**config.mk**
```make
export PLATFORM = sky130hd
export DESIGN_NAME = http_request_head_parser
export DESIGN_NICKNAME = d
export VERILOG_FILES = /design/src/sv/hrhp_pkg.sv /design/src/sv/hrhp_in_reg.sv /design/src/sv/hrhp_parser.sv /design/src/sv/hrhp_out_reg.sv /design/src/sv/http_request_head_parser.sv
export SDC_FILE = /design/constraint.sdc
export NUM_CORES = 1
export LEC_CHECK = 0
export ABC_AREA = 1
export BUFFER_PORTS_ARGS = -buffer_cell sky130_fd_sc_hd__buf_2
export CORE_ASPECT_RATIO = 1.5
export CORE_MARGIN = 3
export CORE_UTILIZATION = 52
export CTS_CLUSTER_DIAMETER = 100
export DETAILED_ROUTE_END_ITERATION = 7
export GPL_ROUTABILITY_DRIVEN = 0
export HOLD_SLACK_MARGIN = 0.03
export PLACE_DENSITY_LB_ADDON = 0.1
export REMOVE_ABC_BUFFERS = 1
export SLEW_MARGIN = 20
export SYNTH_ARGS = -nofsm -noshare
export SYNTH_HDL_FRONTEND = slang
export SYNTH_SLANG_ARGS = --single-unit
```
**constraint.sdc**
```tcl
create_clock -name clk -period 4.2 [get_ports clk]
set_clock_uncertainty 0.2 [all_clocks]
set_input_delay 0.84 -clock clk [delete_from_list [all_inputs] [get_ports clk]]
set_output_delay 0.84 -clock clk [all_outputs]
set_load 0.01 [all_outputs]
```
**src/sv/hrhp_pkg.sv**
```systemverilog
// Shared types and constants of the HTTP request head parser.
package hrhp_pkg;

	// Head size limit in bytes, end marker included
	localparam int MAX_HEAD_BYTES = 8192;

	localparam int OFS_W  = 13;
	localparam int SIZE_W = 14;
	localparam int IN_W   = 8;
	localparam int OUT_W  = 72;

	// Characters the request line cares about
	localparam logic [7:0] CH_NUL = 8'h00;
	localparam logic [7:0] CH_LF  = 8'h0A;
	localparam logic [7:0] CH_CR  = 8'h0D;
	localparam logic [7:0] CH_SP  = 8'h20;
	localparam logic [7:0] CH_QM  = 8'h3F;

	// Three bytes that precede the final LF of CR LF CR LF
	localparam logic [23:0] MARK_PREFIX = 24'h0D0A0D;

	typedef enum logic [2:0] {
		PH_METHOD,
		PH_GAP1,
		PH_URI,
		PH_GAP2,
		PH_VERSION,
		PH_DONE
	} phase_t;

	typedef enum logic [1:0] {
		ST_OK,
		ST_MALFORMED,
		ST_TOO_LONG
	} status_t;

	typedef struct packed {
		logic [OFS_W-1:0]  headers_start;
		logic [OFS_W-1:0]  version_start;
		logic [OFS_W-1:0]  query_start;
		logic [OFS_W-1:0]  uri_start;
		logic [SIZE_W-1:0] head_size;
		status_t           status;
	} head_result_t;

endpackage

```
**src/sv/hrhp_in_reg.sv**
```systemverilog
// Input register that holds one request byte for the parser.
module hrhp_in_reg (
	input  logic                    clk,
	input  logic                    arst_n,
	input  logic                    s_tvalid,
	output logic                    s_tready,
	input  logic [hrhp_pkg::IN_W-1:0] s_tdata,   // in_byte[7:0]
	input  logic                    take,
	output logic                    byte_valid_s1,
	output logic [hrhp_pkg::IN_W-1:0] byte_s1
);
	import hrhp_pkg::*;

	// Accept when empty or when the held word is consumed this cycle
	assign s_tready = !byte_valid_s1 || take;

	always_ff @(posedge clk or negedge arst_n) begin
		if (!arst_n) begin
			byte_valid_s1 <= 1'b0;
		end else if (s_tready) begin
			byte_valid_s1 <= s_tvalid;
		end
	end

	// Load payload on accept
	always_ff @(posedge clk) begin
		if (s_tvalid && s_tready) begin
			byte_s1 <= s_tdata;
		end
	end

endmodule

```
**src/sv/hrhp_parser.sv**
```systemverilog
// Request line tracker, end marker detection and result formation.
module hrhp_parser (
	input  logic                      clk,
	input  logic                      arst_n,
	input  logic                      byte_valid,
	input  logic [hrhp_pkg::IN_W-1:0] byte_in,
	input  logic                      out_free,
	output logic                      take,
	output logic                      res_load,
	output hrhp_pkg::head_result_t    res
);
	import hrhp_pkg::*;

	phase_t            phase_q, phase_d;
	logic              err_q, err_d;
	logic [OFS_W-1:0]  offset_q;
	logic [23:0]       recent_q;
	logic [OFS_W-1:0]  uri_q, uri_d;
	logic [OFS_W-1:0]  query_q, query_d;
	logic [OFS_W-1:0]  ver_q, ver_d;
	logic [OFS_W-1:0]  hdr_q, hdr_d;

	logic              is_stop, is_sp, is_qm;
	logic [OFS_W-1:0]  pos_inc;
	logic [SIZE_W-1:0] size;
	logic              end_mark, too_long, emit, line_ok;

	// Classify the byte and work out position values
	assign is_stop  = (byte_in == CH_NUL) || (byte_in == CH_LF) || (byte_in == CH_CR);
	assign is_sp    = (byte_in == CH_SP);
	assign is_qm    = (byte_in == CH_QM);
	assign pos_inc  = OFS_W'(offset_q + OFS_W'(1));
	assign size     = SIZE_W'({1'b0, offset_q} + SIZE_W'(1));
	assign end_mark = (recent_q == MARK_PREFIX) && (byte_in == CH_LF);
	assign too_long = size >= SIZE_W'(MAX_HEAD_BYTES);
	assign emit     = end_mark || too_long;

	// Consume the byte unless a result has nowhere to go
	assign take     = byte_valid && (!emit || out_free);
	assign res_load = take && emit;

	// Advance the request line phase
	always_comb begin
		phase_d = phase_q;
		err_d   = err_q;
		uri_d   = uri_q;
		query_d = query_q;
		ver_d   = ver_q;
		hdr_d   = hdr_q;
		if (!err_q) begin
			unique case (phase_q)
				PH_METHOD: begin
					if (is_stop) begin
						err_d = 1'b1;
					end else if (is_sp) begin
						phase_d = PH_GAP1;
					end
				end
				PH_GAP1: begin
					if (is_stop) begin
						err_d = 1'b1;
					end else if (!is_sp) begin
						uri_d   = offset_q;
						phase_d = PH_URI;
						if (is_qm && query_q == '0) begin
							query_d = pos_inc;
						end
					end
				end
				PH_URI: begin
					if (is_sp) begin
						phase_d = PH_GAP2;
					end else if (is_stop) begin
						err_d = 1'b1;
					end else if (is_qm && query_q == '0) begin
						query_d = pos_inc;
					end
				end
				PH_GAP2: begin
					if (is_stop) begin
						err_d = 1'b1;
					end else if (!is_sp) begin
						ver_d   = offset_q;
						phase_d = PH_VERSION;
					end
				end
				PH_VERSION: begin
					if (is_sp || is_stop) begin
						hdr_d   = offset_q;
						phase_d = PH_DONE;
					end
				end
				default: begin
				end
			endcase
		end
	end

	// Form the result word
	always_comb begin
		line_ok = !err_d;
		res     = '0;
		if (end_mark) begin
			res.status    = line_ok ? ST_OK : ST_MALFORMED;
			res.head_size = size;
			if (line_ok) begin
				res.uri_start     = uri_d;
				res.query_start   = query_d;
				res.version_start = ver_d;
				res.headers_start = hdr_d;
			end
		end else begin
			res.status    = ST_TOO_LONG;
			res.head_size = SIZE_W'(MAX_HEAD_BYTES);
		end
	end

	// Update state per byte; restart after every result
	always_ff @(posedge clk or negedge arst_n) begin
		if (!arst_n) begin
			phase_q  <= PH_METHOD;
			err_q    <= 1'b0;
			offset_q <= '0;
			recent_q <= '0;
			uri_q    <= '0;
			query_q  <= '0;
			ver_q    <= '0;
			hdr_q    <= '0;
		end else if (take) begin
			if (emit) begin
				phase_q  <= PH_METHOD;
				err_q    <= 1'b0;
				offset_q <= '0;
				recent_q <= '0;
				uri_q    <= '0;
				query_q  <= '0;
				ver_q    <= '0;
				hdr_q    <= '0;
			end else begin
				phase_q  <= phase_d;
				err_q    <= err_d;
				offset_q <= size[OFS_W-1:0];
				recent_q <= {recent_q[15:0], byte_in};
				uri_q    <= uri_d;
				query_q  <= query_d;
				ver_q    <= ver_d;
				hdr_q    <= hdr_d;
			end
		end
	end

	a_restart: assert property (@(posedge clk) disable iff (!arst_n)
		res_load |=> (offset_q == '0) && (recent_q == '0) && (phase_q == PH_METHOD))
		else $error("parser state not cleared after result");

	a_err_freeze: assert property (@(posedge clk) disable iff (!arst_n)
		err_q && !res_load |=> $stable(phase_q))
		else $error("phase moved on a malformed line");

	a_uri_set: assert property (@(posedge clk) disable iff (!arst_n)
		(phase_q == PH_URI || phase_q == PH_GAP2 || phase_q == PH_VERSION ||
		 phase_q == PH_DONE) |-> (uri_q != '0))
		else $error("URI phase reached without URI offset");

	a_query_phase: assert property (@(posedge clk) disable iff (!arst_n)
		(query_q != '0) |-> (phase_q != PH_METHOD && phase_q != PH_GAP1))
		else $error("query offset set before URI");

endmodule

```
**src/sv/hrhp_out_reg.sv**
```systemverilog
// Output register that holds one result word until the receiver takes it.
module hrhp_out_reg (
	input  logic                       clk,
	input  logic                       arst_n,
	input  logic                       res_load,
	input  hrhp_pkg::head_result_t     res,
	output logic                       out_free,
	output logic                       m_tvalid,
	input  logic                       m_tready,
	output logic [hrhp_pkg::OUT_W-1:0] m_tdata
);
	import hrhp_pkg::*;

	head_result_t res_q;

	// Slot is free when empty or being drained this cycle
	assign out_free = !m_tvalid || m_tready;

	always_ff @(posedge clk or negedge arst_n) begin
		if (!arst_n) begin
			m_tvalid <= 1'b0;
		end else if (out_free) begin
			m_tvalid <= res_load;
		end
	end

	// Hold payload until replaced
	always_ff @(posedge clk) begin
		if (res_load) begin
			res_q <= res;
		end
	end

	// Pad the packed result to whole bytes
	assign m_tdata = {(OUT_W - $bits(head_result_t))'(0), res_q};

endmodule

```
**src/sv/http_request_head_parser.sv**
```systemverilog
// HTTP request head parser: offsets and status of each request head.
//
// Usage: request bytes enter on the slave stream, one byte per word in
// s_tdata. Each head closed by CR LF CR LF, or cut off at the size limit,
// yields one result word on the master stream with status, head size and
// the URI, query, version and header start offsets.
// Throughput: one byte per cycle unless a byte that completes a head waits
// on a held result. The byte parse, end marker check and state update are
// one combinational pass from the input register to the output register.
// Result path: the final byte of a head passes the input register, then the
// parser loads the result into the output register, which raises m_tvalid.
// Reset: arst_n clears the valid flags of both registers and all parser
// state; parsing starts at offset zero in the method phase. After each result
// the parser restarts the same way for the next head.
// Stall: a held result blocks only a byte that itself completes a head;
// other bytes keep flowing. s_tready drops once the input register holds
// such a byte while a result waits in the output register and m_tready is
// low.
module http_request_head_parser (
	input  logic        clk,
	input  logic        arst_n,
	input  logic        s_tvalid,
	output logic        s_tready,
	input  logic [7:0]  s_tdata,   // in_byte[7:0]
	output logic        m_tvalid,
	input  logic        m_tready,
	// status[1:0], head_size[15:2], uri_start[28:16], query_start[41:29],
	// version_start[54:42], headers_start[67:55], zero pad[71:68]
	output logic [71:0] m_tdata
);
	import hrhp_pkg::*;

	logic         take;
	logic         byte_valid_s1;
	logic [7:0]   byte_s1;
	logic         out_free;
	logic         res_load;
	head_result_t res;

	hrhp_in_reg u_in_reg (
		.clk           (clk),
		.arst_n        (arst_n),
		.s_tvalid      (s_tvalid),
		.s_tready      (s_tready),
		.s_tdata       (s_tdata),
		.take          (take),
		.byte_valid_s1 (byte_valid_s1),
		.byte_s1       (byte_s1)
	);

	hrhp_parser u_parser (
		.clk        (clk),
		.arst_n     (arst_n),
		.byte_valid (byte_valid_s1),
		.byte_in    (byte_s1),
		.out_free   (out_free),
		.take       (take),
		.res_load   (res_load),
		.res        (res)
	);

	hrhp_out_reg u_out_reg (
		.clk      (clk),
		.arst_n   (arst_n),
		.res_load (res_load),
		.res      (res),
		.out_free (out_free),
		.m_tvalid (m_tvalid),
		.m_tready (m_tready),
		.m_tdata  (m_tdata)
	);

endmodule

```
==> results of run 1 <==
cells by family (layout without fill, tap and decap cells):
logic type      Yosys count  in the layout  synth area share
compound gates          145            145            0.1107
xor+xnor                  6              6          0.007015
fa+ha+maj                 1              1          0.001670
buf+inv                 182            263            0.1007
flops                   171            171            0.6220
other cells               1              4         0.0005006
simple gates            282            282            0.1573
area by class of cell:
cell class / instances / area, µm²
inverters: 145 / 544.3
flip-flops and latches: 171 / 4659
well taps: 192 / 240.2
clock buffers: 20 / 456.7
fillers: 1230 / 5524
clock inverters: 12 / 87.58
multi-input cells: 438 / 2088
repair buffers: 86 / 457.9
routing by layer:
metal	vias up	wire length [µm]
met5	-	0
met4	0	344
met3	23	655
met2	177	8773
met1	2589	6550
li1	2686	-
metrics by stage:
| stage | hold slack [ns] | TNS, ns | cell area (µm²) | instances |
|---|---|---|---|---|
| final | 0.2320 | 0 | 8534 | 1064 |
| after floorplan | 0.2479 | -11.57 | 7292 | 754 |
| after detailed placement | 0.2691 | 0 | 7990 | 1032 |
| after CTS | 0.2494 | 0 | 8534 | 1064 |
| after global routing | 0.2661 | 0 | 8534 | 1064 |
| after global placement | 0.2606 | 0 | 7990 | 1032 |
sequential cells by signal, indices dropped and copies added, names as in the netlist, 3 cells and up:
register / flops
u_out_reg.m_tdata: 68
u_parser.recent_q: 24
u_parser.hdr_q: 13
u_parser.offset_q: 13
u_parser.query_q: 13
u_parser.uri_q: 13
u_parser.ver_q: 13
u_in_reg.byte_s1: 8
u_parser.phase_q: 3
placed cells by master, fill, tap and decap left out, types with 18 or more instances in the layout:
master,n
nand3_1,18
edfxtp_1,76
nor2_1,88
buf_2,80
inv_1,140
nand2_1,151
o21ai_1,33
o22ai_1,72
o21ai_0,36
dfrtp_1,95
power breakdown:
part	total [µW]	internal [µW]	switching [µW]	leakage [µW]
combinational	967	317	650	0.00173
sequential	2100	1970	126	0.00209
clock	1460	795	661	0.000268
critical path, stage by stage, from the launching register on:
cell and delay (ns):
dfrtp_1 0.36, inv_1 0.11, nand2_1 0.06, nor2_1 0.16, nand2_1 0.07, nor2_1 0.24, nand2_4 0.22, nand2_4 0.16
nand3_1 0.12, buf_2 0.17
worst paths after layout:
check | endpoint | cells past startpoint
max | s_tready | 9
min | u_parser.recent_q[17] | 1
max reg2reg | u_parser.offset_q[1] | 11
min reg2reg | u_parser.ver_q[8] | 2
max in group asynchronous | u_parser.query_q[2] | 2
min in group clk | u_parser.ver_q[8] | 2
==> run metrics, run 1 <==
WP data required=3.16 ns; vias per cell=5.146; Routed WL=16.32 mm; sequential area share after synthesis=0.6220; post-route ant nets=0; min cycle time layout=3.121 ns; clock-pin slew on the worst setup and hold paths=0.07 ns; Slew @ Worst Pin=1.069 ns; worst slack, placed=1.171 ns; GR Layer Usage met2=0.3857; Initial Util=0.5328; first-pass GRT wire length=27.08 mm; die area=15,910 µm²; Routed WL per cell=15.34 µm; Post CTS Setup Buffer Count=0; Final HPWL DP=11.09 mm; RSZ-0062 raised after global routing=false; CTS tree=yes; number of global-route vias before repair=5,524; number of synthesized flops with an enable pin=76; CP endpoint kind=output pin; post-layout util=0.6071; DRC errors left=0; status=completed; die height=153.0 µm; Final Setup Violations=0; ys async rst share=0.5556; syn_area_per_cell=9.506 µm²; Main synth FF type=dfrtp_1; Yosys reg bits=171; Startpoint Class=flip-flop; r2r setup slk=1.18 ns; Initial DRC Count=318; synth unique cells=32; Crit Path Class=reg2out; Max VDD drop=0.0002807 V; die width=104 µm; most numerous cell in the Yosys netlist=nand2_1; total CTS buffers=17; met1 Resource Use GR=0.2521; crit share post-route=0.7432; count of boundary I/O pins=86; maximum fanout along the worst path=18; H-tree depth=4; Core Footprint=14,060 µm²; crit path launch=u_parser.recent_q[5]; GR Layer Usage met3=0.03760; Final nets=872; PD cells=529.8 nW/µm²; dominant cell type by area after synthesis=dfrtp_1; R2R Path Start=u_parser.recent_q[5]; Pins Over Slew Limit=0; Post-Syn Instances=788; GRT overflow=0; arrival time worst endpoint=2.08 ns; post-layout worst setup margin=1.079 ns; hold_buf cts=0; drt pass-1 iters=5; n_diodes=0; post-synth top area share=0.3174; # port buffers=81; clk_lat worst skew=0.42 ns; synth cell count leaders=nand2_1, inv_1, dfrtp_1, nor2_1, edfxtp_1; root buffer cell=clkbuf_16; initial antenna violation count=0; Max Fclk=320.4 MHz; top area cells in the synthesized netlist=dfrtp_1, edfxtp_1, nand2_1; max_cap viols=0; Final Power=4522 µW; ratio of cells with drive above 1 in the final layout=0.1560; Mapped Area=7491 µm²; YS warnings=0; final hold violations=0; Hold Crit Class=in2async; Leak Pwr=0.004095 µW; GRT Total Usage=0.2127; largest net degree at the start of global routing=81; Longest Clk Path Bufs=2; normalized max-slew margin=0.2850; post_cts resized=0; Area growth syn-to-layout=13.93%; Most Crowded Layer GR=met2; row count=53; DR vias=5,475; CTS Sinks=171
Power figures use the tool's default switching activity.
==> run 2, diff against run 1 <==
==> constraint.sdc (replaced) <==
create_clock -name clk -period 3.15 [get_ports clk]
set_clock_uncertainty 0.2 [all_clocks]
set_input_delay 0.63 -clock clk [delete_from_list [all_inputs] [get_ports clk]]
set_output_delay 0.63 -clock clk [all_outputs]
set_load 0.01 [all_outputs]
==> run metrics, run 2 (synthesized netlist as in run 1, its figures left out) <==
status=completed; Startpoint Class=flip-flop; number of global-route vias before repair=5,535 (+0.20%); drt pass-1 iters=5 (unchanged); Routed WL per cell=15.47 µm (+0.87%); largest net degree at the start of global routing=81 (unchanged); clk_lat worst skew=0.42 ns (about the same); root buffer cell=clkbuf_16; Sw Share=0.3085 (-0.009488); Post CTS Setup Buffer Count=0 (unchanged); Final HPWL DP=11.55 mm (+4.1%); most frequent cells in the layout=nand2_1, inv_1, dfrtp_1, nor2_1, buf_2; CP endpoint kind=output pin; max_cap viols=0 (unchanged); max reg flops=68 (unchanged); Final Setup Violations=0 (unchanged); Sw Pwr=1890 µW (+31%); PD cells=708.3 nW/µm² (+34%); die area=15,910 µm² (unchanged); FF-to-FF path depth=8 (-3); crit-path max cell delay=0.37 ns (about the same); Initial Util=0.5328 (unchanged); WP data required=2.32 ns (-0.84 ns); Initial DRC Count=336 (+5.7%); post-route ant nets=0 (unchanged); normalized max-slew margin=0.3935 (+0.1085); GRT Total Usage=0.2156 (+0.002885); Hold Crit Class=in2reg; Final nets=879 (+0.80%); first-pass GRT wire length=27.23 mm (+0.56%); DRC errors left=0 (unchanged); total CTS buffers=17 (unchanged); fin area=8648 µm² (+1.3%); crit path to=s_tready; crit share post-route=0.9094; Post-DP Area=8060 µm² (+0.88%); ratio of cells with drive above 1 in the final layout=0.1615 (+0.005584); crit path launch=u_parser.recent_q[4]; arrival time worst endpoint=2.03 ns (-0.05 ns); Max Fclk=349.1 MHz; Clk pwr share=0.329 (+0.007); Logic pwr share=0.213 (about the same); CTS tree=yes; Pins Over Slew Limit=0 (unchanged); initial antenna violation count=0 (unchanged); R2R Path Start=u_in_reg.byte_s1[2]; Longest Clk Path Bufs=2 (unchanged); Leak Pwr=0.004163 µW (+1.7%); sequential power share=0.457 (-0.007); CP max-delay cell=dfrtp_1; Crit Path Class=reg2out; crit-path leading delay family=simple AND/OR/NAND/NOR gates; DR vias=5,586 (+2.0%); r2r setup slk=0.51 ns (-0.67 ns); die height=153.0 µm (unchanged); final hold violations=0 (unchanged); Slew @ Worst Pin=0.9098 ns (-0.1588 ns); CTS Sinks=171 (unchanged); die width=104 µm (unchanged); Routed WL=16.57 mm (+1.5%); Critical Path Stages=9 (unchanged); n_diodes=0 (unchanged); crit-path cells=inv_1 -> nand2_1 -> nor2_1 -> nand2_1 -> nor2_1 -> nand2_4 -> nand2_4 -> nand3_1 -> buf_2; Internal Power=4236 µW (+37%); Worst Path Buf+Inv=2 (unchanged); # port buffers=81 (unchanged); RSZ-0062 raised after global routing=false; r2r endpoint=u_out_reg.m_tdata[59]; count of boundary I/O pins=86 (unchanged); maximum fanout along the worst path=18 (unchanged); most common cell after layout, fill and taps aside=nand2_1; vias per cell=5.216 (+1.4%); min cycle time layout=2.865 ns; H-tree depth=4 (unchanged); Max VDD drop=0.0004665 V (+66%); post_cts resized=0 (unchanged); Core Footprint=14,060 µm² (unchanged); clock-pin slew on the worst setup and hold paths=0.06 ns (about the same); GRT overflow=0 (unchanged); setup TNS=0 ns (unchanged); Area growth syn-to-layout=15.45%; row count=53 (unchanged)
[run 2: power groups by stage]
| stage | Combinational, µW | Sequential [µW] | Clock, µW |
|---|---|---|---|
| floorplan | 957 | 2790 | 0 |
| global placement | 1230 | 2830 | 0 |
| detailed placement | 1280 | 2840 | 0 |
| CTS | 1290 | 2800 | 2050 |
| global route | 1490 | 2840 | 2140 |
| finish | 1310 | 2800 | 2020 |
[run 2: final cells by class]
cell class,count,area [µm²]
inverter,145,544.3
fill,1211,5410
tap,192,240.2
sequential,171,4659
clock buffer,20,467.9
timing repair buffer,93,538.0
clock inverter,12,110.1
multi-input combinational,438,2088
[run 2: repair_timing]
item / in CTS / in global routing
endpoints found under the hold margin: 19 / 0
hold buffers: 1 / 0
setup endpoints to repair: 0 / 0
[run 2: worst min path at each step]
stage / from / to / slack (ns) / depth (start not counted)
4_1_cts: s_tdata[2] / u_in_reg.byte_s1[2] / 0.17 / 1
3_3_place_gp: u_parser.ver_q[8] / u_parser.ver_q[8] / 0.26 / 2
6_report: s_tdata[2] / u_in_reg.byte_s1[2] / 0.18 / 1
2_1_floorplan: arst_n / u_in_reg.byte_valid_s1 / 0.13 / 0
3_5_place_dp: u_parser.ver_q[8] / u_parser.ver_q[8] / 0.28 / 2
5_1_grt: s_tdata[5] / u_in_reg.byte_s1[5] / 0.17 / 1
[run 2: per-stage QoR]
step / power [µW] / instances / utilization / setup WS, ns / hold slack, ns
final: 6126 / 1071 / 0.6152 / 0.2854 / 0.1819
after global placement: 4058 / 1038 / 0.5733 / 0.5346 / 0.2642
after detailed placement: 4126 / 1038 / 0.5733 / 0.5305 / 0.2771
after global routing: 6468 / 1071 / 0.6152 / 0.1260 / 0.1737
after CTS: 6142 / 1071 / 0.6152 / 0.2447 / 0.1719
after floorplan: 3749 / 754 / - / -1.220 / 0.1344
[run 2: metal layers]
metal | GRT usage | vias to the layer above | wire length, µm
met5 | 0 | - | 0
met4 | 0.09125 | 0 | 526
met3 | 0.04520 | 31 | 790
met2 | 0.3904 | 205 | 8851
met1 | 0.2457 | 2649 | 6405
li1 | - | 2701 | -
